`src/hdl/csa_pkg.sv`:
```
`timescale 1ns / 1ps
// ---------------------------------------------------------------------------
// csa_pkg
// fixed field widths, operation codes and state type of the core slot
// allocator
// ---------------------------------------------------------------------------
package csa_pkg;

  // fixed field widths
  localparam int FUNC_W = 3;
  localparam int CORE_W = 4;
  localparam int TID_W  = 22;

  // operation codes
  typedef enum logic [FUNC_W-1:0] {
    FN_PIN_PREF  = 3'd0,
    FN_PIN_FIRST = 3'd1,
    FN_SET_FREE  = 3'd2,
    FN_RELEASE   = 3'd3,
    FN_QUERY     = 3'd4,
    FN_FIND_FREE = 3'd5
  } csa_func_t;

  // sequencer states
  typedef enum logic {
    ST_IDLE,
    ST_EXEC
  } csa_state_t;

endpackage

```
`src/hdl/csa_occ_table.sv`:
```
`timescale 1ns / 1ps
// ---------------------------------------------------------------------------
// csa_occ_table
// occupant thread id per core, one write port and one registered read port
// ---------------------------------------------------------------------------
module csa_occ_table #(
  parameter int DEPTH  = 16,
  parameter int AW     = 4,
  parameter int DW     = 22
) (
  input  logic          clk,
  input  logic          wr_en,
  input  logic [AW-1:0] wr_addr,
  input  logic [DW-1:0] wr_data,
  input  logic          rd_en,
  input  logic [AW-1:0] rd_addr,
  output logic [DW-1:0] rd_data
);

  logic [DW-1:0] mem [DEPTH];
  logic [DW-1:0] rd_data_r;

  // write port
  always_ff @(posedge clk) begin
    if (wr_en) begin
      mem[wr_addr] <= wr_data;
    end
  end

  // read port, registered
  always_ff @(posedge clk) begin
    if (rd_en) begin
      rd_data_r <= mem[rd_addr];
    end
  end

  assign rd_data = rd_data_r;

endmodule

```
`src/hdl/csa_pick.sv`:
```
`timescale 1ns / 1ps
// ---------------------------------------------------------------------------
// csa_pick
// priority encoder: lowest free core at or above a start index
// ---------------------------------------------------------------------------
module csa_pick #(
  parameter int NUM_CORES = 16,
  parameter int CW        = 4,
  parameter int IW        = 5
) (
  input  logic [NUM_CORES-1:0] free_vec,
  input  logic [IW-1:0]        start,
  output logic                 found,
  output logic [CW-1:0]        idx
);

  logic [NUM_CORES-1:0] elig;
  logic [NUM_CORES-1:0] lowbit;

  // free cores not below the start index
  always_comb begin
    for (int i = 0; i < NUM_CORES; i++) begin
      elig[i] = free_vec[i] & (IW'(unsigned'(i)) >= start);
    end
  end

  // isolate lowest eligible bit and encode it
  assign lowbit = elig & (~elig + NUM_CORES'(1));
  assign found  = |elig;

  always_comb begin
    idx = '0;
    for (int i = 0; i < NUM_CORES; i++) begin
      idx = idx | (lowbit[i] ? CW'(unsigned'(i)) : '0);
    end
  end

endmodule

```
`src/hdl/core_slot_allocator_core.sv`:
```
`timescale 1ns / 1ps
// ---------------------------------------------------------------------------
// core_slot_allocator_core
// thread-to-core slot allocator: pin, set, release, query and free search
// ---------------------------------------------------------------------------
// In the accept cycle of a request the occupant table is read at
// target_core, and in the following cycle the request is evaluated
// against the read data and the occupancy mask, the table is written on a
// placement and the mask updated. The result strobe (out_valid) is a one-cycle
// strobe in the cycle after the evaluate cycle; busy is high only in the evaluate
// cycle, so a new request can be taken while a result is on the ports, but
// not while one is being evaluated. Results cannot be stalled by the receiver.
// All cores are free after reset.
module core_slot_allocator_core #(
  parameter int NUM_CORES = 16,
  parameter int TID_BITS  = 22
) (
  input  logic                       clk,
  input  logic                       rst_n,
  // request channel
  input  logic                       start,
  output logic                       busy,
  input  logic [csa_pkg::FUNC_W-1:0] in_func,
  input  logic [csa_pkg::CORE_W-1:0] in_target_core,
  input  logic [csa_pkg::TID_W-1:0]  in_thread_id,
  // result channel
  output logic                       out_valid,
  output logic                       out_success,
  output logic [csa_pkg::CORE_W-1:0] out_granted_core,
  output logic                       out_slot_free,
  output logic [csa_pkg::TID_W-1:0]  out_occupant
);

  // core index width, extended width for range compare, stored tid width
  localparam int CW = $clog2(NUM_CORES);
  localparam int IW = ((CW > csa_pkg::CORE_W) ? CW : csa_pkg::CORE_W) + 1;
  localparam int TW = (TID_BITS < csa_pkg::TID_W) ? TID_BITS : csa_pkg::TID_W;

  csa_pkg::csa_state_t state_r, state_nxt;

  logic                       accept;
  logic [IW-1:0]              in_core_ext;

  // request registers
  logic [csa_pkg::FUNC_W-1:0] func_r;
  logic [IW-1:0]              core_r;
  logic [TW-1:0]              tid_r;

  logic [NUM_CORES-1:0]       mask_r, mask_nxt;

  // result registers
  logic                       out_valid_r, out_valid_nxt;
  logic                       success_r, success_nxt;
  logic [csa_pkg::CORE_W-1:0] granted_r, granted_nxt;
  logic                       sfree_r, sfree_nxt;
  logic [csa_pkg::TID_W-1:0]  occ_r, occ_nxt;

  // table port and search signals
  logic                       wr_en;
  logic [CW-1:0]              wr_addr;
  logic [TW-1:0]              rd_data;
  logic [CW-1:0]              core_idx;
  logic                       in_range;
  logic                       core_busy;
  logic [IW-1:0]              pick_start;
  logic                       pick_found;
  logic [CW-1:0]              pick_idx;
  logic [IW-1:0]              pick_ext;
  logic [IW-1:0]              grant_ext;

  assign accept      = start & ~busy;
  assign in_core_ext = IW'(in_target_core);

  // occupant table
  csa_occ_table #(
    .DEPTH (NUM_CORES),
    .AW    (CW),
    .DW    (TW)
  ) u_table (
    .clk     (clk),
    .wr_en   (wr_en),
    .wr_addr (wr_addr),
    .wr_data (tid_r),
    .rd_en   (accept),
    .rd_addr (in_core_ext[CW-1:0]),
    .rd_data (rd_data)
  );

  // free core search
  assign pick_start = (func_r == csa_pkg::FN_FIND_FREE) ? core_r : '0;

  csa_pick #(
    .NUM_CORES (NUM_CORES),
    .CW        (CW),
    .IW        (IW)
  ) u_pick (
    .free_vec (~mask_r),
    .start    (pick_start),
    .found    (pick_found),
    .idx      (pick_idx)
  );

  assign core_idx  = core_r[CW-1:0];
  assign in_range  = core_r < IW'(NUM_CORES);
  assign core_busy = mask_r[core_idx];
  assign pick_ext  = IW'(pick_idx);

  // request capture on accept
  always_ff @(posedge clk) begin
    if (accept) begin
      func_r <= in_func;
      core_r <= in_core_ext;
      tid_r  <= in_thread_id[TW-1:0];
    end
  end

  // control state
  always_ff @(posedge clk) begin
    if (!rst_n) begin
      state_r     <= csa_pkg::ST_IDLE;
      mask_r      <= '0;
      out_valid_r <= 1'b0;
    end else begin
      state_r     <= state_nxt;
      mask_r      <= mask_nxt;
      out_valid_r <= out_valid_nxt;
    end
  end

  // result payload
  always_ff @(posedge clk) begin
    success_r <= success_nxt;
    granted_r <= granted_nxt;
    sfree_r   <= sfree_nxt;
    occ_r     <= occ_nxt;
  end

  // sequencer: next state, evaluation and table update
  always_comb begin
    state_nxt     = state_r;
    mask_nxt      = mask_r;
    out_valid_nxt = 1'b0;
    success_nxt   = 1'b0;
    grant_ext     = '0;
    sfree_nxt     = 1'b0;
    occ_nxt       = '0;
    wr_en         = 1'b0;
    wr_addr       = core_idx;
    busy          = 1'b0;

    case (state_r)
      csa_pkg::ST_IDLE: begin
        if (start) begin
          state_nxt = csa_pkg::ST_EXEC;
        end
      end
      csa_pkg::ST_EXEC: begin
        busy          = 1'b1;
        out_valid_nxt = 1'b1;
        state_nxt     = csa_pkg::ST_IDLE;
        case (func_r)
          csa_pkg::FN_PIN_PREF, csa_pkg::FN_SET_FREE: begin
            if (in_range && !core_busy) begin
              wr_en     = 1'b1;
              wr_addr   = core_idx;
              success_nxt = 1'b1;
              grant_ext = core_r;
            end else if (func_r == csa_pkg::FN_PIN_PREF && pick_found) begin
              wr_en     = 1'b1;
              wr_addr   = pick_idx;
              success_nxt = 1'b1;
              grant_ext = pick_ext;
            end
          end
          csa_pkg::FN_PIN_FIRST: begin
            if (pick_found) begin
              wr_en     = 1'b1;
              wr_addr   = pick_idx;
              success_nxt = 1'b1;
              grant_ext = pick_ext;
            end
          end
          csa_pkg::FN_RELEASE: begin
            if (in_range && core_busy && rd_data == tid_r) begin
              mask_nxt[core_idx] = 1'b0;
              success_nxt = 1'b1;
              grant_ext   = core_r;
            end
          end
          csa_pkg::FN_QUERY: begin
            if (in_range) begin
              success_nxt = 1'b1;
              grant_ext   = core_r;
              if (core_busy) begin
                occ_nxt = csa_pkg::TID_W'(rd_data);
              end else begin
                sfree_nxt = 1'b1;
              end
            end
          end
          csa_pkg::FN_FIND_FREE: begin
            if (pick_found) begin
              success_nxt = 1'b1;
              grant_ext   = pick_ext;
            end
          end
          default: begin
          end
        endcase
        if (wr_en) begin
          mask_nxt[wr_addr] = 1'b1;
        end
      end
      default: begin
        state_nxt = csa_pkg::ST_IDLE;
      end
    endcase
    granted_nxt = grant_ext[csa_pkg::CORE_W-1:0];
  end

  assign out_valid        = out_valid_r;
  assign out_success      = success_r;
  assign out_granted_core = granted_r;
  assign out_slot_free    = sfree_r;
  assign out_occupant     = occ_r;

endmodule

```
`config.mk`:
```
export PLATFORM = sky130hd
export DESIGN_NAME = core_slot_allocator_core
export DESIGN_NICKNAME = d
export VERILOG_FILES = /design/src/hdl/csa_pkg.sv /design/src/hdl/csa_occ_table.sv /design/src/hdl/csa_pick.sv /design/src/hdl/core_slot_allocator_core.sv
export SDC_FILE = /design/constraint.sdc
export NUM_CORES = 1
export LEC_CHECK = 0
export BUFFER_PORTS_ARGS = -buffer_cell sky130_fd_sc_hd__buf_4
export CAP_MARGIN = 20
export CORE_ASPECT_RATIO = 0.6
export CORE_MARGIN = 8
export CORE_UTILIZATION = 54
export CTS_CLUSTER_DIAMETER = 120
export DETAILED_ROUTE_END_ITERATION = 10
export GPL_TIMING_DRIVEN = 1
export PLACE_DENSITY = 0.71
export REMOVE_ABC_BUFFERS = 1
export SETUP_SLACK_MARGIN = 0.4
export SYNTH_ARGS = -nofsm -noshare
export SYNTH_HDL_FRONTEND = slang
export SYNTH_SLANG_ARGS = --single-unit
export TNS_END_PERCENT = 20
```
`constraint.sdc`:
```
create_clock -name clk -period 4.55 [get_ports clk]
set_input_delay 0.91 -clock clk [delete_from_list [all_inputs] [get_ports clk]]
set_output_delay 0.91 -clock clk [all_outputs]
set_load 0.1 [all_outputs]
```
# [Word level (Yosys, flattened, before mapping)]
# Memory sizes are Yosys's and may differ from the RTL's. A register that Yosys moved wholly into a read port is not among the register bits.
# Cells that the tools add are included.
[op_classes] addsub=1 order_cmp=21 eq_ne=6 mux=53 n_bitwise=39 reduce_logical=13
[op_table] operator="4-bit two-way mux" n=19
[op_table] operator="16-bit two-way mux" n=4
[op_table] operator="4-bit bitwise OR" n=14
[op_table] operator="16-bit NOT" n=3
[op_table] operator="16-bit AND" n=2
[op_table] operator="4-bit greater-or-equal comparator (first input constant)" n=8
[op_table] operator="22-bit == test" n=1
[op_table] operator="1-bit AND" n=17
[op_table] operator="16-bit by 1-bit adder with 16-bit output (second input constant)" n=1
[op_table] operator="3-bit by 4-bit greater-or-equal comparator with 1-bit output (first input constant)" n=4
[op_table] operator="1-bit two-way mux" n=16
[op_table] operator="16-bit bitwise OR" n=1
[op_table] operator="4-bit case mux with 4 select lines" n=1
[op_table] operator="16-bit OR reduction" n=1
[op_table] operator="4-bit by 5-bit less-than comparator with 1-bit output (second input constant)" n=3
[op_table] operator="3-bit two-way mux" n=4
[op_table] operator="1-bit demux with 4-bit select" n=2
[op_table] operator="1-bit by 4-bit greater-or-equal comparator with 1-bit output (first input constant)" n=2
[op_table] operator="2-bit by 4-bit greater-or-equal comparator with 1-bit output (first input constant)" n=2
[op_table] operator="4-bit by 1-bit greater-or-equal comparator with 1-bit output (second input constant)" n=2
[op_table] operator="4-bit case mux with 2 select lines" n=1
[op_table] operator="3-bit by 2-bit == test with 1-bit output (second input constant)" n=2
[op_table] operator="3-bit == test (second input constant)" n=2
[op_table] operator="1-bit logical AND" n=6
[op_table] operator="other kinds (11)" n=15
[totals] regBits=75 mem_bits_rw=352 input_bits=32 output_inout_bits=30 elab_cells=144 memories=1
[mem_list] memory="u_table.mem" words=16 width=22 read_ports=1 rd_ports_with_merged_regs=1 wr=1 line_no="csa_occ_table.sv:20" source="logic [DW-1:0] mem [DEPTH];"

# [Logic depth before layout (Yosys ltp)]
# Gate-level depths: netlist (run 1).
[logic_depth] word_depth=32 depth_mapped=12 mapped_depth_nobuf=9

# [Cells and area by module]
# Synthesis (run 1) repeated with hierarchy kept, for this count alone.
[hier_totals] cells_unflattened=967 hier_area_um2=17842.1
[modules_own_cells] module="csa_occ_table" instances=1 cells_per_inst=583 area_per_inst_um2=14042.2 seq_area_each_um2=11230.8
[modules_own_cells] module="core_slot_allocator_core" instances=1 cells_per_inst=304 area_per_inst_um2=3279.4 seq_area_each_um2=1791.7
[modules_own_cells] module="csa_pick" instances=1 cells_per_inst=80 area_per_inst_um2=520.5 seq_area_each_um2=0.0

# [Worst setup path before layout (run 1)]
# Ideal clock, no wire load.
[synth_path] path_type="register to register" start="register func_r[1] (netlist name)" end="memory u_table.mem[15][0] (enable)" setup_time_ns=0.402 t_arrival_ns=3.710 required_ns=4.148 setup_slack_ns=0.438 stages_incl_launch_ff=11 path_buffers=2 synth_period_minus_slack_ns=4.112 path_cell_list="edfxtp_1 buf_6 nand3b_4 o31ai_1 o211ai_1 or4_1 buf_2 a211oi_1 a211oi_2 o31a_1 nor2_1"
[synth_via] elab_chain_len=27 elab_cells_between_ends=86 cone_classes="add/sub (1); order compare (16); eq/ne (3); mux (30); bitwise (32); reduce/logical (4)"
[synth_rtl] item="start, declared" line_no="core_slot_allocator_core.sv:45" source="logic [csa_pkg::FUNC_W-1:0] func_r;"
[synth_rtl] item="start signal, assigned" line_no="core_slot_allocator_core.sv:111" source="func_r <= in_func;"
[synth_rtl] item="3-bit == test" line_no="core_slot_allocator_core.sv:90" source="assign pick_start = (func_r == csa_pkg::FN_FIND_FREE) ? core_r : '0;"
[synth_rtl] item="4-bit two-way mux" line_no="core_slot_allocator_core.sv:90"
[synth_rtl] item="1-bit by 4-bit greater-or-equal comparator with 1-bit output or 2-bit by 4-bit greater-or-equal comparator with 1-bit output (tied branches)" line_no="csa_pick.sv:23" source="elig[i] = free_vec[i] & (IW'(unsigned'(i)) >= start);"
[synth_rtl] item="1-bit AND" line_no="csa_pick.sv:23"
[synth_rtl] item="16-bit NOT" line_no="csa_pick.sv:28" source="assign lowbit = elig & (~elig + NUM_CORES'(1));"
[synth_rtl] item="16-bit by 1-bit adder with 16-bit output" line_no="csa_pick.sv:28"
[synth_rtl] item="16-bit AND" line_no="csa_pick.sv:28"
[synth_rtl] item="1-bit two-way mux or 2-bit two-way mux (tied branches)" line_no="csa_pick.sv:34" source="idx = idx | (lowbit[i] ? CW'(unsigned'(i)) : '0);"
[synth_rtl] item="4-bit bitwise OR (14 in series)" line_no="csa_pick.sv:34"
[synth_rtl] item="4-bit two-way mux" line_no="core_slot_allocator_core.sv:168" source="end else if (func_r == csa_pkg::FN_PIN_PREF && pick_found) begin"
[synth_rtl] item="4-bit two-way mux" line_no="core_slot_allocator_core.sv:163" source="if (in_range && !core_busy) begin"
[synth_rtl] item="4-bit case mux with 2 select lines" line_no="core_slot_allocator_core.sv:161" source="case (func_r)"
[synth_rtl] item="4-bit two-way mux (2 in series)" line_no="core_slot_allocator_core.sv:151" source="case (state_r)"
[synth_rtl] item="end, declared" line_no="csa_occ_table.sv:20"
# Parallel ways exist; a longest one is shown, timed or not. The select of a mux whose other input is x is not followed.

# [Worst setup path after layout (run 1)]
[layout_path] start="register core_r[1]" end="memory u_table.mem[6][6] (enable)"
[layout_via] elab_chain_len=26 elab_cells_between_ends=86 cone_classes="add/sub (1); order compare (17); mux (32); bitwise (32); reduce/logical (4)"
[layout_rtl] item="start, declared" line_no="core_slot_allocator_core.sv:46" source="logic [IW-1:0] core_r;"
[layout_rtl] item="start signal, assigned" line_no="core_slot_allocator_core.sv:112" source="core_r <= in_core_ext;"
[layout_rtl] item="4-bit two-way mux" line_no="core_slot_allocator_core.sv:90"
[layout_rtl] item="1-bit by 4-bit greater-or-equal comparator with 1-bit output or 2-bit by 4-bit greater-or-equal comparator with 1-bit output (tied branches)" line_no="csa_pick.sv:23"
[layout_rtl] item="1-bit AND" line_no="csa_pick.sv:23"
[layout_rtl] item="16-bit NOT" line_no="csa_pick.sv:28"
[layout_rtl] item="16-bit by 1-bit adder with 16-bit output" line_no="csa_pick.sv:28"
[layout_rtl] item="16-bit AND" line_no="csa_pick.sv:28"
[layout_rtl] item="1-bit two-way mux or 2-bit two-way mux (tied branches)" line_no="csa_pick.sv:34"
[layout_rtl] item="4-bit bitwise OR (14 in series)" line_no="csa_pick.sv:34"
[layout_rtl] item="4-bit two-way mux" line_no="core_slot_allocator_core.sv:168"
[layout_rtl] item="4-bit two-way mux" line_no="core_slot_allocator_core.sv:163"
[layout_rtl] item="4-bit case mux with 2 select lines" line_no="core_slot_allocator_core.sv:161"
[layout_rtl] item="4-bit two-way mux (2 in series)" line_no="core_slot_allocator_core.sv:151"
# Parallel ways exist; a longest one is shown, timed or not. The select of a mux whose other input is x is not followed.

==> impl_results.md, run 1 <==
- Leading area contributor after synthesis: edfxtp_1
- Slew headroom: 35.9%
- TritonRoute pass-1 iters: 5
- Worst Hold Class: reg2reg
- Largest net degree at the start of global routing: 53
- Synth area leaders: edfxtp_1 69%, mux4_2 15%, dfxtp_1 5.2%, xnor2_1 0.99%, and2_1 0.85%
- RSZ-0062 raised after global routing: false
- MaxCap Viol Count: 0
- CTS Sinks: 449
- FFs w/ async S/R, synth: 0%
- TritonCTS clock tree: done
- CP endpoint kind: flip-flop
- Setup violators final: 0
- IO Count: 62
- CTS root buf: clkbuf_16
- Post-DP HPWL: 27600 um
- Bufs on Longest Clock Path: 3
- GRT Overall Usage: 21.5%
- Seq/Total Area, Yosys: 73.9%
- Initial core utilization: 54.5%
- Layout filler cell count: 2225
- Post-synth cell types: 77
- ANT nets after route: 0
- Syn Std Cell Area: 17600 um^2
- Rows: 51
- Post-DR vias/cell: 6.33
- DR DRC count: 0
- Clock slew at reported path FFs: 60 ps
- Post-synthesis cell count: 872
- Synth top area share: 68.7%
- DR vias: 9060
- Top FF cell, synth: edfxtp_1
- Routed WL: 41700 um
- Area of the core: 32300 um^2
- Share of cells above drive strength 1: 33.0%
- Die area: 38800 um^2
- First-pass GRT wire length: 60600 um
- Outcome: finished clean
- Worst EP arrival: 4180 ps
- Static leakage: 6.51 nW
- Nets: 1006
- Maximum VDD drop: 0.325 mV
- Worst-Margin Slew: 960 ps
- Clk_lat worst skew: 540 ps
- Die X: 249 um
- # port buffers: 61
- Final design utilization: 62.5%
- Remaining global-route overflow: 0
- Max-slew violations: 0
- Total CTS buffers: 40
- WL per Instance: 29.1 um
- Number of global-route vias before repair: 8763
- Synth Warn #: 0
- GPL Wtd Cong: 0.958
- Area Overhead vs Synth: 14.5%
- Final period utilization: 87.5%
- Crit path max fanout: 22
- Die height: 156 um
- Period minus WS final: 3980 ps
- Worst EP required: 4750 ps
- Mapped Avg Cell Area: 20.2 um^2
- Overall power: 8.44 mW
- Post-synth EDFFs: 403
- Initial DRC count: 1179
- Cts-stage hold buffer count: 0
- Final Hold Vio Count: 0
- Fmax achieved: 251 MHz
- Final Non-Filler Cells: 1431
- Setup TNS: 0 ps
- Worst setup SP type: flip-flop
- Synthesized flop and latch total: 449
- Placed Cells incl. Taps: 1351
- Hold_ws: 494 ps
- CP Class: reg2reg
- Power Dens Cells: 419 nW/um^2
- Initial antenna violation count: 2
- # H-tree levels: 2
- Clk_skew: 18.9 ps
[cell usage after synthesis (all sizes together) (4+ instances only)]
cell,number
o21a,5
edfxtp,403
o211ai,13
or2,5
nand2b,4
mux4,114
xnor2,20
buf,17
a21o,5
clkbuf,26
nand4,5
dfxtp,46
nand2,26
inv,6
o31ai,6
o21ai,21
nand3,9
nor4,4
nor2,38
a21oi,12
and2,26
[cells in the final DEF, fill, tap and decap left out, drive strengths merged, types with 3 or more instances in the layout]
| cell type | instances |
|---|---|
| or4b | 3 |
| clkbuf | 53 |
| o22ai | 3 |
| a22o | 3 |
| a22oi | 3 |
| nor4 | 4 |
| and2 | 26 |
| nand4 | 5 |
| or3 | 3 |
| buf | 103 |
| edfxtp | 403 |
| nand2b | 4 |
| nand2 | 26 |
| a21oi | 12 |
| bufinv | 4 |
| o21a | 5 |
| nand3 | 9 |
| o31ai | 6 |
| clkinv | 14 |
| o21ai | 21 |
| or2 | 5 |
| dfxtp | 46 |
| xnor2 | 20 |
| inv | 9 |
| or2b | 3 |
| nor3 | 3 |
| a21o | 5 |
| mux4 | 114 |
| nor2 | 38 |
| o211ai | 13 |
| a221oi | 3 |
[layer usage]
metal | vias up | GRT usage [%] | routed length, um
li1 | 3789 | - | -
met1 | 4746 | 33.8 | 19300
met2 | 486 | 27.3 | 16200
met3 | 39 | 9.52 | 5730
met4 | 0 | 3.33 | 419
met5 | - | 0 | 0
[cells by family (layout without fill, tap and decap cells)]
kind of cell	Yosys count	count (layout)	share of synthesized area (%)
AND/OR/NAND/NOR	141	141	4.48
XOR/XNOR	22	22	1.09
AO/OA/AOI/OAI	97	97	4.23
flip-flops	449	449	73.9
multiplexers	114	114	14.6
buffers and inverters	49	183	1.68
other	0	1	0
[critical path, stage by stage, from the launching register on]
cell      delay, ps
edfxtp_1        710
nand3_1         180
o31ai_2         310
o211ai_1        260
or4_1           730
a21o_4          290
a22oi_2         290
nand2_1          90
o22a_2          300
nor2_2          130
buf_4           330
[state kept, by name, summed over array words and instances, names as in the netlist]
name / flops
core_r: 4
func_r: 3
out_granted_core: 4
out_occupant: 22
u_table.mem: 352
out_slot_free: 1
mask_r: 16
state_r: 1
out_valid: 1
out_success: 1
tid_r: 22
u_table.rd_data: 22
[layout make-up]
| cell class | instances | area [um^2] | share of cell area, % |
|---|---|---|---|
| multi-input combinational | 374 | 4360 | 21.6 |
| antenna | 1 | 2.50 | 0.0124 |
| clock inverter | 21 | 214 | 1.06 |
| timing repair buffer | 103 | 927 | 4.60 |
| tap | 424 | 531 | 2.63 |
| clock buffer | 53 | 1080 | 5.36 |
| inverter | 6 | 22.5 | 0.112 |
| sequential | 449 | 13000 | 64.6 |
[where the power goes]
part           switching, mW  internal [mW]
sequential            0.0780           4.55
clock                   1.46           1.91
combinational          0.254          0.187
[repair_timing]
action,CTS,global route
endpoints found under the setup margin,0,354
setup buffers,0,5
resized for setup,0,4
[worst paths after layout]
kind	startpoint	to	slack, ps	cells after the start
setup / recovery	core_r[1]	u_table.mem[6][6]	570	10
hold / removal	u_table.rd_data[15]	out_occupant[15]	490	1
setup reg to reg	core_r[1]	u_table.mem[6][6]	570	10
hold reg to reg	u_table.rd_data[15]	out_occupant[15]	490	1
[stage by stage]
stage | instance area (um^2) | worst slack (ps)
after floorplan | 17300 | 364
after global placement | 18800 | 626
after detailed placement | 18800 | 410
after CTS | 20100 | 403
after global routing | 20200 | 406
final | 20200 | 570
No activity file was read; power rests on OpenSTA's default activity.
==> inputs of run 2 (changes only) <==
--- a/config.mk
+++ b/config.mk
@@ -5,6 +5,7 @@
 export SDC_FILE = /design/constraint.sdc
 export NUM_CORES = 1
 export LEC_CHECK = 0
+export ABC_AREA = 1
 export BUFFER_PORTS_ARGS = -buffer_cell sky130_fd_sc_hd__buf_4
 export CAP_MARGIN = 20
 export CORE_ASPECT_RATIO = 0.6
==> run 2 against run 1 <==
Final cell count grew 46%. Largest cell class unchanged. Global-route usage grew 0.61 points. Critical path type unchanged. Sequential share of layout area shrank 3.5 points. Clock power grew 6.2%. Flip-flop and latch count is the same. Critical path depth grew 9.
==> impl_results.md, run 2 <==
- First-pass GRT wire length: 70400 um (+16%)
- Pint: 6.81 mW (+2.4%)
- Setup violators final: 0 (unchanged)
- Share of cells above drive strength 1: 15.4% (-18 points)
- Initial core utilization: 54.4% (-0.16 points)
- Worst Hold Class: reg2reg
- Die area: 41400 um^2 (+6.5%)
- GPL Wtd Cong: 0.961 (+0.32%)
- WL per Instance: 22.3 um (-23%)
- Static leakage: 8.06 nW (+24%)
- Post-synth cell types: 47 (-39%)
- Synth Warn #: 0 (unchanged)
- Worst hold path endpoint: mask_r[12]
- CTS root buf: clkbuf_16
- Post-place setup slack: 752 ps (+341 ps)
- Register name with the most flops: u_table.mem
- Synth top area share: 64.2% (-4.5 points)
- Crit path max fanout: 22 (unchanged)
- Switching share of power: 22.0% (+0.74 points)
- Overall power: 8.72 mW (+3.3%)
- DR vias: 12100 (+33%)
- Maximum VDD drop: 0.276 mV (-15%)
- Seq pwr share: 53.0% (-1.8 points)
- Worst reg2reg path startpoint: func_r[0]
- CP endpoint kind: flip-flop
- Hold path cells: 2 (+1)
- Switching Power: 1.92 mW (+7.0%)
- Mapped Avg Cell Area: 12.4 um^2 (-39%)
- Post-synthesis cell count: 1527 (+75%)
- Rows: 53 (+3.9%)
- Layout filler cell count: 2659 (+20%)
- Number of global-route vias before repair: 11500 (+32%)
- Logic pwr share: 5.8% (+0.6 points)
- Post-DP HPWL: 28400 um (+2.9%)
- R2R cell count: 19 (+9)
- Largest net degree at the start of global routing: 93 (+75%)
- Synthesized flop and latch total: 449 (unchanged)
- Period minus WS final: 3910 ps (-69.8 ps)
- Most common cell in the netlist: edfxtp_1
- Post-synth EDFFs: 403 (unchanged)
- Clk_lat worst skew: 540 ps (about the same)
- Final period utilization: 85.9% (-1.5 points)
- Post-DR vias/cell: 5.77 (-8.8%)
- Clock share of power: 41.2% (+1.2 points)
- Worst setup SP type: flip-flop
- Met2 usage: 31.3% (+4.0 points)
- Worst EP arrival: 4090 ps (-90 ps)
- GRT Overall Usage: 22.1% (+0.61 points)
- Worst EP required: 4720 ps (-30 ps)
- R2R Path End: u_table.mem[11][2]
- Commonest non-fill, non-tap cells in the layout: 403 x edfxtp_1, 170 x nand2_1, 163 x inv_1
- Power Dens Cells: 409 nW/um^2 (-2.3%)
- Hold_ws: 474 ps (-20.2 ps)
- # diodes: 0 (-1)
- Placed inst area: 19900 um^2 (+5.9%)
- Remaining global-route overflow: 0 (unchanged)
- Die X: 257 um (+3.3%)
- Most common cell after layout, fill and taps aside: edfxtp_1
- MaxCap Viol Count: 0 (unchanged)
- Crit-path slowest cell: edfxtp_1
- RSZ-0062 raised after global routing: false
- Post-CTS Setup Bufs: 0 (unchanged)
- Leading area contributor after synthesis: edfxtp_1
- Final Cell Area: 21300 um^2 (+5.8%)
- TritonRoute pass-1 iters: 6 (+1)
- Met3 usage: 5.64% (-3.9 points)
- # H-tree levels: 2 (unchanged)
- Die height: 161 um (+3.1%)
- Syn Std Cell Area: 18900 um^2 (+7.1%)
- Setup TNS: 0 ps (unchanged)
- Synth area leaders: edfxtp_1 64%, dfxtp_1 4.9%, mux2i_1 4.7%, o211ai_1 3.5%, nand2_1 3.4%
- Top FF cell, synth: edfxtp_1
- Post-CTS sizing: 0 (unchanged)
- Nets: 1624 (+61%)
- Fmax achieved: 256 MHz (+1.8%)
- Max-slew violations: 0 (unchanged)
- GR met1 Demand/Resource: 34.0% (+0.19 points)
- Total CTS buffers: 41 (+2.5%)
- Seq/Total Area, Yosys: 69.0% (-4.9 points)
- # port buffers: 61 (unchanged)
- Initial DRC count: 1527 (+30%)
- Min-delay src: mask_r[12]
- FF-to-FF setup slack: 640 ps (+70 ps)
- Top Usage Layer GRT: met1
- TritonCTS clock tree: done
- Bufs on Longest Clock Path: 3 (unchanged)
- Clock slew at reported path FFs: 70 ps (about the same)
- FFs w/ async S/R, synth: 0% (unchanged)
- CP Class: reg2reg
- Cell mode on critical path: nand2_1
- Synth cell count leaders: 403 x edfxtp_1, 170 x nand2_1, 163 x inv_1
- Area Overhead vs Synth: 13.1%
- IO Count: 62 (unchanged)
- Slew headroom: 35.8% (-0.054 points)
- DR DRC count: 0 (unchanged)
- CTS Sinks: 449 (unchanged)
- ANT nets after route: 0 (unchanged)
- Initial antenna violation count: 0 (-2)
- Max stage delay on crit path: 710 ps (-20 ps)
- Routed WL: 46700 um (+12%)
- Setup ws final: 639 ps (+69.8 ps)
- Clk_skew: 19.6 ps (+0.633 ps)
- Area of the core: 34700 um^2 (+7.4%)
- Outcome: finished clean
- Cells along the critical path: nand2_4 -> nor2_2 -> nand2_1 -> nand3_2 -> nand3_1 -> nor2_1 -> nand3_1 -> nand2_2 -> nor2_1 -> nand2_1 -> nand2_1 -> nand2_1 -> nand2_1 -> nand2_2 -> nand2_1 -> nand2_1 -> nand2_1 -> nor2_2 -> buf_4
- Largest register FFs: 352 (unchanged)
- Worst-Margin Slew: 960 ps (+0.566 ps)
- Cts-stage hold buffer count: 0 (unchanged)
- Final Hold Vio Count: 0 (unchanged)
## run 2: changes by cell type after synthesis, moves of 10 or more
cell / before / now
a21oi_1: 11 / 105
and2_1: 24 / 0
clkbuf_1: 18 / 53
inv_1: 6 / 163
inv_2: 0 / 13
mux2i_1: 0 / 88
mux4_2: 114 / 0
nand2_1: 26 / 170
nand2_2: 0 / 18
nand3_1: 9 / 45
nor2_1: 38 / 87
nor2_2: 0 / 10
o211ai_1: 13 / 88
o21ai_0: 15 / 120
## run 2: routing by layer
metal  up-vias  wire [um]
li1       5572          -
met1      5864      21600
met2       590      19700
met3        52       4770
met4         0        669
met5         -          0
## run 2: worst max-delay path by stage
stage,cells past startpoint,end,from
2_1_floorplan,6,u_table.mem[11][0],state_r
3_3_place_gp,17,u_table.mem[11][10],func_r[0]
3_5_place_dp,17,u_table.mem[11][14],func_r[0]
4_1_cts,17,u_table.mem[11][2],func_r[0]
5_1_grt,15,u_table.mem[3][2],core_r[1]
6_report,19,u_table.mem[11][2],func_r[0]
## run 2: worst max-delay path: cells and delay by family (launching register included)
family                 cells  cell delay, ps
buffers and inverters      1             420
DFF                        1             710
and+or+nand+nor           18            2390
## run 2: power by group through the flow
stage | Combinational [mW] | Clock, mW | Sequential [mW]
finish | 0.504 | 3.59 | 4.63
detailed placement | 0.495 | 0 | 4.72
CTS | 0.499 | 3.64 | 4.63
global route | 0.548 | 3.80 | 4.63
floorplan | 0.256 | 0 | 4.71
global placement | 0.491 | 0 | 4.71
## run 2: layout make-up
type,instances,area [um^2],share of cell area (%)
inverter,182,686,3.21
tap,467,584,2.74
clock inverter,22,250,1.17
clock buffer,54,1170,5.47
timing repair buffer,96,753,3.53
multi-input combinational,822,4870,22.8
sequential,449,13000,61.0
## run 2: cell families after synthesis
family	Yosys count	synth area share, %
mux	88	4.67
compound gates	342	10.7
flops	449	69.0
xor+xnor	19	0.882
buf+inv	256	5.30
simple gates	373	9.37
## run 2: through the flow
step,util [%],instances
2_1_floorplan,-,1453
3_3_place_gp,57.4,2016
3_5_place_dp,57.4,2016
4_1_cts,61.5,2092
5_1_grt,61.5,2092
6_report,61.5,2092
==> inputs of run 3 (changes only) <==
--- a/config.mk
+++ b/config.mk
@@ -8,7 +8,7 @@
 export ABC_AREA = 1
 export BUFFER_PORTS_ARGS = -buffer_cell sky130_fd_sc_hd__buf_4
 export CAP_MARGIN = 20
-export CORE_ASPECT_RATIO = 0.6
+export CORE_ASPECT_RATIO = 1.75
 export CORE_MARGIN = 8
 export CORE_UTILIZATION = 54
 export CTS_CLUSTER_DIAMETER = 120
@@ -16,7 +16,7 @@
 export GPL_TIMING_DRIVEN = 1
 export PLACE_DENSITY = 0.71
 export REMOVE_ABC_BUFFERS = 1
-export SETUP_SLACK_MARGIN = 0.4
+export SETUP_SLACK_MARGIN = 0.1
 export SYNTH_ARGS = -nofsm -noshare
 export SYNTH_HDL_FRONTEND = slang
 export SYNTH_SLANG_ARGS = --single-unit
==> run 3 against run 2 <==
Sequential share of layout area rose by 0.11 points. Critical endpoint is now u_table.mem[3][7]. Maximum frequency decreased by 1.3%. Routed wire length rose by 2.3%. Largest cell class unchanged. Worst hold slack gained 12 ps. Die area barely moved. Critical path depth is 4 lower. Utilization up 0.28 points. Combinational power increased by 1%. Flip-flop and latch count unchanged. Cell area is 0.19% lower.
==> impl_results.md, run 3 (synthesized netlist as in run 2, its figures left out) <==
- CTS root buf: clkbuf_16
- TritonRoute pass-1 iters: 5 (-1)
- Clk_lat worst skew: 550 ps (about the same)
- Initial DRC count: 931 (-39%)
- DR DRC count: 0 (unchanged)
- Crit path max fanout: 9 (-59%)
- Fmax achieved: 253 MHz (-1.3%)
- Crit-path slowest cell: edfxtp_1
- IO Count: 62 (unchanged)
- FF/Latch Area: 13000 um^2 (unchanged)
- Total CTS buffers: 40 (-2.4%)
- Clock slew at reported path FFs: 60 ps (about the same)
- Worst EP arrival: 4210 ps (+120 ps)
- First-pass GRT wire length: 72700 um (+3.3%)
- Setup TNS: 0 ps (unchanged)
- CTS Sinks: 449 (unchanged)
- Nets: 1626 (+0.12%)
- Register name with the most flops: u_table.mem
- Number of global-route vias before repair: 12300 (+6.9%)
- Final period utilization: 87.0% (+1.1 points)
- Post-DP HPWL: 30300 um (+6.9%)
- Final Hold Vio Count: 0 (unchanged)
- Seq pwr share: 54.1% (+1.1 points)
- Max stage delay on crit path: 700 ps (about the same)
- Remaining global-route overflow: 0 (unchanged)
- DR vias: 11900 (-1.5%)
- WL per Instance: 22.9 um (+2.6%)
- Post-CTS Setup Bufs: 0 (unchanged)
- Die X: 157 um (-39%)
- Clock share of power: 39.9% (-1.3 points)
- Largest register FFs: 352 (unchanged)
- Largest net degree at the start of global routing: 126 (+35%)
- Die area: 41400 um^2 (about the same)
- # diodes: 0 (unchanged)
- Cts-stage hold buffer count: 0 (unchanged)
- Worst-Margin Slew: 1110 ps (+151 ps)
- MaxCap Viol Count: 0 (unchanged)
- Share of cells above drive strength 1: 15.0% (-0.36 points)
- Switching Power: 1.89 mW (-1.6%)
- Post-CTS sizing: 0 (unchanged)
- GPL Wtd Cong: 0.948 (-1.3%)
- Setup violators final: 0 (unchanged)
- GRT Overall Usage: 23.5% (+1.4 points)
- Logic pwr share: 6.0% (+0.2 points)
- Initial antenna violation count: 0 (unchanged)
- # H-tree levels: 2 (unchanged)
- Period minus WS final: 3960 ps (+49.5 ps)
- # port buffers: 61 (unchanged)
- Clk_skew: 22.4 ps (+2.79 ps)
- Rows: 90 (+70%)
- Power Dens Cells: 401 nW/um^2 (-1.8%)
- Post-DR vias/cell: 5.71 (-1.1%)
- Initial core utilization: 54.7% (+0.35 points)
- Final design utilization: 61.8% (+0.28 points)
- Area Overhead vs Synth: 12.9%
- Pint: 6.66 mW (-2.2%)
- Cells along the critical path: nand4_2 -> o21ai_1 -> nand2_1 -> nor2_1 -> nand4_2 -> inv_2 -> a21oi_1 -> nand2_1 -> o21ai_0 -> inv_1 -> nand2_2 -> o21ai_1 -> nand2_1 -> nor2_2 -> buf_4
- Routed WL: 47800 um (+2.3%)
- Worst Hold Class: reg2reg
- Switching share of power: 22.1% (+0.10 points)
- ANT nets after route: 0 (unchanged)
- TritonCTS clock tree: done
- Worst EP required: 4800 ps (+80 ps)
- Slew headroom: 25.7% (-10 points)
- Multi-input gate area: 4870 um^2 (unchanged)
- Max-slew violations: 0 (unchanged)
- Bufs on Longest Clock Path: 3 (unchanged)
- Most common cell after layout, fill and taps aside: edfxtp_1
- Maximum VDD drop: 0.326 mV (+18%)
- RSZ-0062 raised after global routing: false
- Area of the core: 34500 um^2 (-0.65%)
- FF-to-FF setup slack: 590 ps (-50 ps)
- Layout filler cell count: 2723 (+2.4%)
- Worst setup SP type: flip-flop
- CP endpoint kind: flip-flop
- Die height: 263 um (+64%)
- CP Class: reg2reg
- Static leakage: 8.02 nW (-0.41%)
- Commonest non-fill, non-tap cells in the layout: 403 x edfxtp_1, 170 x nand2_1, 163 x inv_1
- Cell mode on critical path: nand2_1
- Outcome: finished clean
-- run 3: changes by cell type in the layout (fill, tap and decap cells not counted) --
cell,previous run,this run
buf_12,2,5
buf_16,0,1
buf_4,93,92
clkinvlp_4,1,2
clkinv_8,1,0
clkbuf_1,6,11
clkbuf_8,5,0
clkbuf_16,43,41
clkinv_2,8,4
inv_6,1,3
-- run 3: critical path: cells and delay by family (launching register included) --
kind / cells / cell delay, ps
and+or+nand+nor: 8 / 1580
AOI/OAI and AO/OA: 4 / 810
DFF: 1 / 700
buffers and inverters: 3 / 550
-- run 3: worst paths after layout --
kind              startpoint  depth (start not counted)                 to
setup / recovery   func_r[2]                         15  u_table.mem[3][7]
hold / removal    mask_r[12]                          2         mask_r[12]
setup reg to reg   func_r[2]                         15  u_table.mem[3][7]
hold reg to reg   mask_r[12]                          2         mask_r[12]
-- run 3: routing by layer --
layer  vias to the layer above  GRT usage, %  share of wire (%)
met5                         -             0                  0
met4                         0          12.4                5.0
met3                       117          2.97                5.0
met2                       404          42.7                 54
met1                      5817          26.1                 36
li1                       5560             -                  -
-- run 3: through the flow --
stage	area (um^2)	instances	power, mW	hold slack, ps	worst slack [ps]
2_1_floorplan	18500	1453	4.97	441	955
3_3_place_gp	20000	2011	5.21	463	631
3_5_place_dp	20000	2011	5.22	465	613
4_1_cts	21300	2083	8.59	479	600
5_1_grt	21300	2084	8.80	504	329
6_report	21300	2084	8.55	486	590
-- run 3: area by class of cell --
| class | instances | area share (%) |
|---|---|---|
| clock buffer | 52 | 5.01 |
| clock inverter | 20 | 1.12 |
| inverter | 182 | 3.22 |
| multi-input combinational | 822 | 22.9 |
| sequential | 449 | 61.2 |
| tap | 460 | 2.70 |
| timing repair buffer | 99 | 3.91 |
-- run 3: power groups by stage --
stage	registers, mW	logic, mW	clock network [mW]
6_report	4.62	0.510	3.41
5_1_grt	4.63	0.556	3.62
4_1_cts	4.62	0.506	3.46
3_5_place_dp	4.71	0.504	0
3_3_place_gp	4.71	0.499	0
2_1_floorplan	4.71	0.256	0
